**config.mk**
```make
export PLATFORM = sky130hd
export DESIGN_NAME = first_fit_heap_allocator
export DESIGN_NICKNAME = d
export VERILOG_FILES = /design/src/hdl/ffha_pkg.sv /design/src/hdl/ffha_ram.sv /design/src/hdl/ffha_ctrl.sv /design/src/hdl/ffha_dp.sv /design/src/hdl/first_fit_heap_allocator.sv
export SDC_FILE = /design/constraint.sdc
export NUM_CORES = 2
export LEC_CHECK = 0
export BUFFER_PORTS_ARGS = -buffer_cell sky130_fd_sc_hd__buf_2
export CORE_MARGIN = 4
export CORE_UTILIZATION = 45
export DETAILED_ROUTE_END_ITERATION = 10
export MAX_ROUTING_LAYER = met4
export PLACE_DENSITY_LB_ADDON = 0.05
export SLEW_MARGIN = 40
export SYNTH_ARGS = -nofsm -noshare
export SYNTH_HDL_FRONTEND = slang
export SYNTH_SLANG_ARGS = --single-unit
export TNS_END_PERCENT = 100
```
**constraint.sdc**
```tcl
create_clock -name clk -period 10.3 [get_ports clk]
set_clock_uncertainty 0.2 [all_clocks]
set_input_delay 1.03 -clock clk [delete_from_list [all_inputs] [get_ports clk]]
set_output_delay 1.03 -clock clk [all_outputs]
set_load 0.005 [all_outputs]
```
**src/hdl/ffha_pkg.sv**
```systemverilog
// Shared types and constants for the first-fit heap allocator.
package ffha_pkg;

  localparam int MaxSegments = 64;
  localparam int HeaderBytes = 24;
  localparam int SlotW = $clog2(MaxSegments);
  localparam int LinkW = SlotW + 1;
  localparam int CountW = 7;
  localparam int OffW = 24;
  localparam int AddrW = 32;
  localparam logic [LinkW-1:0] NoLink = LinkW'(MaxSegments);

  localparam logic [0:0] CfgRegionBase = 1'b0;
  localparam logic [0:0] CfgRegionSize = 1'b1;

  typedef enum logic [1:0] {
    StOk       = 2'd0,
    StNoSpace  = 2'd1,
    StNotFound = 2'd2,
    StBadReq   = 2'd3
  } status_t;

  // One list entry as held in the segment table.
  typedef struct packed {
    logic [OffW-1:0]  start;
    logic [OffW-1:0]  size;
    logic             free;
    logic [LinkW-1:0] link;
  } seg_t;

  localparam int SegW = $bits(seg_t);

  // Controller to datapath commands.
  typedef struct packed {
    logic load;      // capture request, start at head
    logic rd;        // issue read of current slot
    logic rd_next;   // issue read of successor slot
    logic do_alloc;  // apply allocate on current slot
    logic do_merge;  // merge successor into current
    logic do_mark;   // mark current free
    logic advance;   // follow current link
    logic finish;    // latch result with status
    status_t status;
  } ctl_t;

  // Datapath to controller status.
  typedef struct packed {
    logic bad;
    logic is_free_req;
    logic cur_none;
    logic out_of_steps;
    logic fits;       // allocate hits current segment
    logic addr_hit;   // free address matches current
    logic next_free;  // successor exists and is free
    logic init_busy;
  } sts_t;

endpackage

```
**src/hdl/ffha_ram.sv**
```systemverilog
// Generic single-port RAM with registered read.
module ffha_ram #(
  parameter int Width = 8,
  parameter int Depth = 16
) (
  input  logic                     clk,
  input  logic                     we,
  input  logic [$clog2(Depth)-1:0] addr,
  input  logic [Width-1:0]         wdata,
  output logic [Width-1:0]         rdata
);
  logic [Width-1:0] mem [Depth];

  always_ff @(posedge clk) begin
    if (we) begin
      mem[addr] <= wdata;
    end
    rdata <= mem[addr];
  end
endmodule

```
**src/hdl/ffha_ctrl.sv**
```systemverilog
// Request sequencer for the heap allocator.
module ffha_ctrl (
  input  logic              clk,
  input  logic              rst_n,
  input  logic              in_fire,
  output logic              busy,
  input  ffha_pkg::sts_t    sts,
  output ffha_pkg::ctl_t    ctl
);
  typedef enum logic [2:0] {
    Idle, Rd, Wt, Nx, NxWt, Eval, Merge
  } state_t;

  state_t state_r, state_nxt;

  always_comb begin
    state_nxt = state_r;
    ctl = '0;
    ctl.status = ffha_pkg::StOk;
    case (state_r)
      Idle: begin
        if (in_fire) begin
          ctl.load = 1'b1;
          state_nxt = Rd;
        end
      end
      Rd: begin
        if (sts.bad) begin
          ctl.finish = 1'b1;
          ctl.status = ffha_pkg::StBadReq;
          state_nxt = Idle;
        end else if (sts.cur_none || sts.out_of_steps) begin
          ctl.finish = 1'b1;
          ctl.status = sts.is_free_req ? ffha_pkg::StNotFound : ffha_pkg::StNoSpace;
          state_nxt = Idle;
        end else begin
          ctl.rd = 1'b1;
          state_nxt = Wt;
        end
      end
      // Current entry lands here.
      Wt: state_nxt = Nx;
      // Read successor of the current entry.
      Nx: begin
        ctl.rd_next = 1'b1;
        state_nxt = NxWt;
      end
      NxWt: state_nxt = Eval;
      Eval: begin
        if (sts.is_free_req && sts.addr_hit) begin
          ctl.do_mark = 1'b1;
          state_nxt = Merge;
        end else if (!sts.is_free_req && sts.fits) begin
          ctl.do_alloc = 1'b1;
          ctl.finish = 1'b1;
          state_nxt = Idle;
        end else begin
          ctl.advance = 1'b1;
          state_nxt = Rd;
        end
      end
      Merge: begin
        if (sts.next_free) begin
          ctl.do_merge = 1'b1;
          state_nxt = Nx;
        end else begin
          ctl.finish = 1'b1;
          state_nxt = Idle;
        end
      end
      default: state_nxt = Idle;
    endcase
  end

  // Hold state.
  always_ff @(posedge clk) begin
    if (!rst_n) begin
      state_r <= Idle;
    end else begin
      state_r <= state_nxt;
    end
  end

  assign busy = (state_r != Idle);

`ifndef NO_ASSERTIONS
  a_load_idle: assert property (@(posedge clk) disable iff (!rst_n)
    ctl.load |-> state_r == Idle) else $error("load outside idle");
  a_one_op: assert property (@(posedge clk) disable iff (!rst_n)
    $onehot0({ctl.do_alloc, ctl.do_merge, ctl.do_mark, ctl.advance}))
    else $error("conflicting commands");
  a_finish_idle: assert property (@(posedge clk) disable iff (!rst_n)
    ctl.finish |=> state_r == Idle) else $error("finish not back to idle");
`endif
endmodule

```
**src/hdl/ffha_dp.sv**
```systemverilog
// Segment table, walk registers and result registers.
module ffha_dp (
  input  logic                          clk,
  input  logic                          rst_n,
  input  ffha_pkg::ctl_t                ctl,
  output ffha_pkg::sts_t                sts,
  input  logic                          in_req_type,
  input  logic [ffha_pkg::OffW-1:0]     in_alloc_size,
  input  logic [ffha_pkg::AddrW-1:0]    in_free_address,
  input  logic                          cfg_we,
  input  logic [0:0]                    cfg_idx,
  input  logic [ffha_pkg::AddrW-1:0]    cfg_data,
  output logic                          res_valid,
  input  logic                          res_ready,
  output logic [1:0]                    res_status,
  output logic [ffha_pkg::AddrW-1:0]    res_addr,
  output logic [ffha_pkg::OffW-1:0]     res_used,
  output logic [ffha_pkg::CountW-1:0]   res_count
);
  localparam int SW = ffha_pkg::SlotW;
  localparam int LW = ffha_pkg::LinkW;
  localparam int OW = ffha_pkg::OffW;
  localparam int HB = ffha_pkg::HeaderBytes;
  localparam int NS = ffha_pkg::MaxSegments;

  logic [ffha_pkg::AddrW-1:0] base_r;
  logic [OW-1:0] rsize_r;
  logic init_r;
  logic [SW-1:0] init_cnt_r;
  logic [NS-1:0] spare_r;
  logic [OW-1:0] used_r;
  logic [ffha_pkg::CountW-1:0] count_r;

  logic req_r;
  logic [OW-1:0] size_r;
  logic [ffha_pkg::AddrW-1:0] faddr_r;
  logic [LW-1:0] cur_r;
  logic [LW-1:0] steps_r;
  ffha_pkg::seg_t cur_seg_r;
  ffha_pkg::seg_t nx_seg_r;
  logic cur_pend_r;
  logic nx_pend_r;

  // RAM port
  logic ram_we;
  logic [SW-1:0] ram_addr;
  ffha_pkg::seg_t ram_wd, ram_rd;

  ffha_ram #(.Width(ffha_pkg::SegW), .Depth(NS)) u_ram (
    .clk(clk), .we(ram_we), .addr(ram_addr), .wdata(ram_wd), .rdata(ram_rd));

  logic [OW-1:0] rend;
  assign rend = (rsize_r < OW'(HB)) ? OW'(HB) : rsize_r;

  // Boundary of current segment, from successor read, or region end when there is none.
  logic [OW+1:0] bnd, need, need2;
  logic nx_ok;
  assign nx_ok = (cur_seg_r.link != ffha_pkg::NoLink);
  assign bnd = nx_ok ? {2'b0, nx_seg_r.start} : {2'b0, rend};
  assign need = {2'b0, cur_seg_r.start} + {2'b0, size_r} + (OW+2)'(HB);
  assign need2 = need + (OW+2)'(HB);

  // First spare slot.
  logic [SW-1:0] spare_idx;
  logic spare_any;
  always_comb begin
    spare_idx = '0;
    spare_any = 1'b0;
    for (int i = NS - 1; i >= 0; i--) begin
      if (spare_r[i]) begin
        spare_idx = SW'(i);
        spare_any = 1'b1;
      end
    end
  end

  logic split;
  assign split = (need2 < bnd) && spare_any;

  logic [ffha_pkg::AddrW-1:0] pay_addr;
  assign pay_addr = base_r + ffha_pkg::AddrW'(cur_seg_r.start) + ffha_pkg::AddrW'(HB);

  // Split writes two entries: current first, new one in the next cycle.
  logic pend_r;
  ffha_pkg::seg_t pend_seg_r;
  logic [SW-1:0] pend_idx_r;

  assign sts.bad = req_r ? (faddr_r == '0) : (size_r == '0);
  assign sts.is_free_req = req_r;
  assign sts.cur_none = (cur_r == ffha_pkg::NoLink);
  assign sts.out_of_steps = (steps_r == LW'(NS));
  assign sts.fits = cur_seg_r.free && (split || need <= bnd);
  assign sts.addr_hit = (pay_addr == faddr_r);
  assign sts.next_free = nx_ok && nx_seg_r.free;
  assign sts.init_busy = init_r || pend_r;

  // Drive RAM port.
  always_comb begin
    ram_we = 1'b0;
    ram_addr = cur_r[SW-1:0];
    ram_wd = cur_seg_r;
    if (init_r) begin
      ram_we = 1'b1;
      ram_addr = init_cnt_r;
      ram_wd = '{start: '0, size: rend - OW'(HB), free: 1'b1, link: ffha_pkg::NoLink};
    end else if (pend_r) begin
      ram_we = 1'b1;
      ram_addr = pend_idx_r;
      ram_wd = pend_seg_r;
    end else if (ctl.do_alloc) begin
      ram_we = 1'b1;
      ram_wd.free = 1'b0;
      if (split) begin
        ram_wd.size = size_r;
        ram_wd.link = {1'b0, spare_idx};
      end
    end else if (ctl.do_mark) begin
      ram_we = 1'b1;
      ram_wd.free = 1'b1;
    end else if (ctl.do_merge) begin
      ram_we = 1'b1;
      ram_wd.size = cur_seg_r.size + nx_seg_r.size + OW'(HB);
      ram_wd.link = nx_seg_r.link;
    end else if (ctl.rd_next) begin
      ram_addr = cur_seg_r.link[SW-1:0];
    end
  end

  // Sequence registers.
  always_ff @(posedge clk) begin
    if (!rst_n) begin
      base_r <= '0;
      rsize_r <= OW'(65536);
      init_r <= 1'b1;
      init_cnt_r <= '0;
      spare_r <= {{(NS-1){1'b1}}, 1'b0};
      used_r <= '0;
      count_r <= ffha_pkg::CountW'(1);
      pend_r <= 1'b0;
      res_valid <= 1'b0;
    end else begin
      if (res_valid && res_ready) res_valid <= 1'b0;
      if (init_r) begin
        init_cnt_r <= init_cnt_r + SW'(1);
        if (init_cnt_r == SW'(NS - 1)) init_r <= 1'b0;
      end
      pend_r <= 1'b0;
      if (cfg_we && cfg_idx == ffha_pkg::CfgRegionBase) base_r <= cfg_data;
      if (cfg_we && cfg_idx == ffha_pkg::CfgRegionSize) begin
        rsize_r <= cfg_data[OW-1:0];
        init_r <= 1'b1;
        init_cnt_r <= '0;
        spare_r <= {{(NS-1){1'b1}}, 1'b0};
        used_r <= '0;
        count_r <= ffha_pkg::CountW'(1);
      end
      if (ctl.load) begin
        req_r <= in_req_type;
        size_r <= in_alloc_size;
        faddr_r <= in_free_address;
        cur_r <= '0;
        steps_r <= '0;
      end
      if (ctl.rd) steps_r <= steps_r + LW'(1);
      // Current entry is captured from the registered RAM read, flagged by cur_pend_r.
      if (cur_pend_r) cur_seg_r <= ram_rd;
      if (ctl.advance) cur_r <= cur_seg_r.link;
      if (ctl.do_alloc) begin
        if (split) begin
          spare_r[spare_idx] <= 1'b0;
          pend_r <= 1'b1;
          pend_idx_r <= spare_idx;
          pend_seg_r <= '{start: need[OW-1:0],
                          size: OW'(bnd - need - (OW+2)'(HB)),
                          free: 1'b1, link: cur_seg_r.link};
          used_r <= used_r + size_r + OW'(HB);
          count_r <= count_r + ffha_pkg::CountW'(1);
        end else begin
          used_r <= used_r + cur_seg_r.size + OW'(HB);
        end
      end
      if (ctl.do_mark) begin
        if (!cur_seg_r.free) used_r <= used_r - cur_seg_r.size - OW'(HB);
        cur_seg_r.free <= 1'b1;
      end
      if (ctl.do_merge) begin
        cur_seg_r.size <= cur_seg_r.size + nx_seg_r.size + OW'(HB);
        cur_seg_r.link <= nx_seg_r.link;
        spare_r[cur_seg_r.link[SW-1:0]] <= 1'b1;
        count_r <= count_r - ffha_pkg::CountW'(1);
      end
      if (ctl.finish) begin
        res_valid <= 1'b1;
        res_status <= ctl.status;
        res_addr <= (ctl.do_alloc) ? pay_addr : '0;
      end
    end
  end

  // Track which read lands next; the successor read is captured from the registered RAM read, flagged by nx_pend_r.
  always_ff @(posedge clk) begin
    if (!rst_n) begin
      cur_pend_r <= 1'b0;
      nx_pend_r <= 1'b0;
    end else begin
      cur_pend_r <= ctl.rd;
      nx_pend_r <= ctl.rd_next;
    end
    if (nx_pend_r) nx_seg_r <= ram_rd;
  end

  assign res_used = used_r;
  assign res_count = count_r;

`ifndef NO_ASSERTIONS
  a_cnt_pos: assert property (@(posedge clk) disable iff (!rst_n)
    count_r != '0) else $error("segment count zero");
  a_head_kept: assert property (@(posedge clk) disable iff (!rst_n)
    !spare_r[0]) else $error("head slot marked spare");
  a_pend_once: assert property (@(posedge clk) disable iff (!rst_n)
    pend_r |=> !pend_r) else $error("split write repeated");
`endif
endmodule

```
**src/hdl/first_fit_heap_allocator.sv**
```systemverilog
// Top level of the first-fit heap allocator.
//  channel | direction | payload
//  in_     | sink      | req_type, alloc_size, free_address
//  out_    | source    | status, payload_address, used_bytes, segment_count
//  cfg_    | write     | region_base (0), region_size (1)
// A request passes Rd, Wt, Nx, NxWt and Eval per list segment visited; each merge repeats Merge, Nx, NxWt, Eval.
// A split adds a second table write, done before the next request is taken.
// Reset, and any region_size write, clears all 64 table slots in one pass; no request meanwhile.
// A new request is taken only once the previous result has been collected.
module first_fit_heap_allocator (
  input  logic        clk,
  input  logic        rst_n,
  input  logic        in_valid,
  output logic        in_ready,
  input  logic        in_req_type,
  input  logic [23:0] in_alloc_size,
  input  logic [31:0] in_free_address,
  output logic        out_valid,
  input  logic        out_ready,
  output logic [1:0]  out_status,
  output logic [31:0] out_payload_address,
  output logic [23:0] out_used_bytes,
  output logic [6:0]  out_segment_count,
  input  logic        cfg_we,
  input  logic [0:0]  cfg_index,
  input  logic [31:0] cfg_data
);
  ffha_pkg::ctl_t ctl;
  ffha_pkg::sts_t sts;
  logic busy;
  logic in_fire;

  assign in_ready = !busy && !out_valid && !sts.init_busy;
  assign in_fire = in_valid && in_ready;

  ffha_ctrl u_ctrl (.clk(clk), .rst_n(rst_n), .in_fire(in_fire), .busy(busy),
    .sts(sts), .ctl(ctl));

  ffha_dp u_dp (.clk(clk), .rst_n(rst_n), .ctl(ctl), .sts(sts),
    .in_req_type(in_req_type), .in_alloc_size(in_alloc_size),
    .in_free_address(in_free_address), .cfg_we(cfg_we), .cfg_idx(cfg_index),
    .cfg_data(cfg_data), .res_valid(out_valid), .res_ready(out_ready),
    .res_status(out_status), .res_addr(out_payload_address),
    .res_used(out_used_bytes), .res_count(out_segment_count));
endmodule

```
==> impl_metrics.json <==
{
  "status": "completed",
  "syn_area_sq_um": 167000,
  "grt_use_met3_pct": 8.67,
  "area_growth_syn_to_layout_pct": 17.2,
  "seq_area_frac_synth_pct": 71.9,
  "grt_pass1_wl_mm": 975,
  "path_common_cell": "buf_4",
  "place_hpwl_mm": 462,
  "irDropWorstVdd_mv": 0.157,
  "rrSetupSlack_ns": 1.21,
  "core_area_sq_um": 370000,
  "clkPwrFrac_pct": 42.7,
  "maxCapViolations": 0,
  "clk_latency_ns": 1.04,
  "cts_root_buffer": "clkbuf_16",
  "min-delay-start": "in_alloc_size[17]",
  "setup.worst_path.start_class": "flop",
  "worst_ep_arrival_time_ns": 9.63,
  "path_clk_slew_ns": 0.06,
  "drt-pass1-iter-count": 7,
  "clockBufferDepth": 4,
  "setup-violations-final": 0,
  "crit_family": "compound AO/OA/AOI/OAI gates",
  "r2r-end": "u_dp.u_ram.mem[46][31]",
  "swShare_pct": 24.1,
  "finalCoreUtilization_pct": 53.1,
  "met2_usage_pct": 56.6,
  "async_flop_share_pct": 0,
  "nNetsFinal": 13000,
  "synthCells": 12000,
  "cts.sinks": 4083,
  "postCtsSetupRepairBufs": 0,
  "htreeDepth": 5,
  "rsz0062_at_grt": "false",
  "worst-path-stages": 30,
  "die_y_microns": 618,
  "synth_warnings": 0,
  "avgSynthCellArea_sq_um": 14.0,
  "dieArea_sq_um": 382000,
  "worst_pin_slew_ns": 0.992,
  "ys_ff_latch": 4083,
  "gp_congestion": 0.941,
  "fin_crit_ns": 9.09,
  "synth_ff_type": "edfxtp_1",
  "wl_per_cell_microns": 40.4,
  "ioPinCount": 162,
  "initial_utilization_pct": 45.3,
  "crit_start": "u_dp.size_r[1]",
  "netlist.top_cell.by_area": "edfxtp_1",
  "synth_top_area_share_pct": 69.3,
  "io_buffers": 161,
  "slew_headroom_pct": 33.7,
  "antenna_found_initial": 74,
  "worstSetupPathType": "flop to flop",
  "pwr-share-comb_pct": 7.3,
  "power_w": 0.0368,
  "rr_startpoint": "u_dp.size_r[1]",
  "layout-drive-gt1-share_pct": 13.8,
  "grt_use_total_pct": 38.2,
  "internal_power_w": 0.0280,
  "grt_pass1_vias": 110000,
  "postRouteAntennaNets": 0,
  "crit_path_top_delay_cell": "xor2_1",
  "r2r_cells": 30,
  "fp.dieW_microns": 618,
  "globalRouteMet1Util_pct": 50.8,
  "pwr-share-seq_pct": 50.0,
  "maxSlewViolCount": 0,
  "cp.buffers_inverters": 6,
  "final-hold-violation-count": 0,
  "row_count": 223,
  "setup_tns_ns": 0,
  "drtIter0Drc": 18600,
  "routed_via_density": 6.63,
  "cts-buffers-inserted": 435,
  "power_density_nw_per_um2": 188,
  "hp-class": "input port to flop",
  "critPathRequiredTime_ns": 10.84,
  "worstSetupEndpoint": "u_dp.u_ram.mem[46][31]",
  "synth-edff-count": 3862,
  "post-route-drc-count": 0,
  "drt-total-wl_mm": 727,
  "nFillCells": 30600,
  "timing.final.crit_share_pct": 88.3,
  "endpoint_kind": "flop",
  "synth_area_leaders": "edfxtp_1, nand2_1, a21oi_1",
  "yosysUniqueCellTypes": 99,
  "vias": 119000,
  "switchingPower_w": 0.00888,
  "fmax_ghz": 0.110,
  "slowest_delay_ns": 0.67,
  "overflow": 0,
  "postSynthNetCount": 12500,
  "grt_max_degree": 85,
  "crit_fanout": 64,
  "cts_tree": "yes",
  "gr-max-usage-layer": "met2",
  "p_leak_nw": 63.9
}
[flip-flops by register name, summed over array words and instances, names as in the netlist, 24 cells and up]
signal / cells
u_dp.base_r: 32
u_dp.cur_seg_r: 56
u_dp.faddr_r: 32
u_dp.nx_seg_r: 56
u_dp.pend_seg_r: 55
u_dp.res_addr: 32
u_dp.res_used: 24
u_dp.rsize_r: 24
u_dp.size_r: 24
u_dp.spare_r: 64
u_dp.u_ram.mem: 3584
u_dp.u_ram.rdata: 56
[power by group through the flow]
stage	logic (W)	registers, W	clock network (W)
5_1_grt	0.00274	0.0184	0.0166
2_1_floorplan	0.00111	0.0187	0
4_1_cts	0.00260	0.0184	0.0159
3_5_place_dp	0.00258	0.0187	0
3_3_place_gp	0.00256	0.0187	0
6_report	0.00270	0.0184	0.0157
[worst register-to-register path: cells and delay by family, from the launching register on]
family	cells	cell delay (ns)
simple gates	6	1.29
xor+xnor	2	0.84
fa+ha+maj	4	1.27
compound gates	12	3.36
flops	1	0.50
buf+inv	6	1.30
[through the flow]
| stage | hold slack, ns | area (sq um) | worst slack, ns | cells |
|---|---|---|---|---|
| floorplan | 0.201 | 167000 | 0.157 | 12000 |
| global placement | 0.210 | 181000 | 1.11 | 17000 |
| detailed placement | 0.218 | 181000 | 1.22 | 17000 |
| CTS | 0.00962 | 196000 | 1.21 | 17900 |
| global route | 0.0390 | 196000 | 0.929 | 18000 |
| finish | 0.0807 | 196000 | 1.21 | 18000 |
[Yosys cell counts, types with 22 or more instances]
cell	number
o21a_1	39
mux4_2	26
a22oi_1	455
mux2i_1	109
and3_1	82
a22o_1	142
o221ai_1	59
o21ai_0	219
nand3_1	344
inv_1	205
a21o_1	40
xor2_1	95
nand2_1	1731
nor4_1	53
ha_1	364
or3_1	48
nand2b_1	36
nor3_1	110
a222oi_1	22
nor2_1	409
buf_1	212
nor2b_1	43
clkbuf_1	487
a31oi_1	142
nand4_1	87
o211ai_1	111
edfxtp_1	3862
a221oi_1	286
and2_1	36
dfxtp_1	221
xnor2_1	103
a21oi_1	1008
o22ai_1	179
a211oi_1	210
o31ai_1	23
a311oi_1	59
[layer usage]
layer  routed length [microns]  share of wire (%)
met2                    326000                 45
met4                     37900                5.2
met3                     85600                 12
met1                    277000                 38
met5                         0                  0
[cell usage in the layout (no fill, tap or decap), drive strengths merged, types with 55 or more instances in the layout]
cell type  netlist  layout
a211oi         212     212
a21oi         1008    1008
a221oi         286     286
a22o           142     142
a22oi          455     455
a311oi          59      59
a31oi          142     142
and3            83      83
buf            233     807
clkbuf         487     552
clkinv           0     187
dfxtp          221     221
diode            0     103
edfxtp        3862    3862
ha             364     364
inv            205     219
mux2i          109     109
nand2         1731    1731
nand3          344     344
nand4           89      89
nor2           410     410
nor3           110     110
nor4            55      55
o211ai         111     111
o21ai          241     241
o221ai          59      59
o22ai          179     179
xnor2          103     103
xor2            95      95
[worst min-delay path by stage]
stage | cells past startpoint | to
floorplan | 0 | u_dp.nx_seg_r[7]
global placement | 0 | u_dp.nx_seg_r[37]
detailed placement | 0 | u_dp.nx_seg_r[28]
CTS | 1 | u_dp.size_r[17]
global route | 1 | u_dp.faddr_r[23]
finish | 1 | u_dp.size_r[17]
[cell type report]
type	instances	area [sq um]	share of cell area [%]
timing repair buffer	843	9280	4.73
clock buffer	552	11700	5.96
tap	4950	6190	3.16
multi-input combinational	6985	45200	23.0
sequential	4083	120000	61.3
inverter	205	771	0.393
antenna	103	258	0.131
clock inverter	248	2460	1.25
[logic make-up (layout without fill, tap and decap cells)]
| family | after synthesis | count (layout) | synth area share (%) |
|---|---|---|---|
| flip-flops | 4083 | 4083 | 71.9 |
| adder cells (fa/ha/maj) | 380 | 380 | 2.91 |
| AND/OR/NAND/NOR | 3074 | 3074 | 8.07 |
| XOR/XNOR | 203 | 203 | 1.11 |
| buffers and inverters | 925 | 1848 | 2.10 |
| AO/OA/AOI/OAI | 3184 | 3184 | 12.8 |
| multiplexers | 144 | 144 | 1.06 |
| other | 0 | 103 | 0 |
[repair_timing]
action                    CTS  global route
hold endpoints to repair   36             0
gates resized for setup     0             0
hold buffers               36             0
Note: power is estimated with default switching activity, not from simulation.
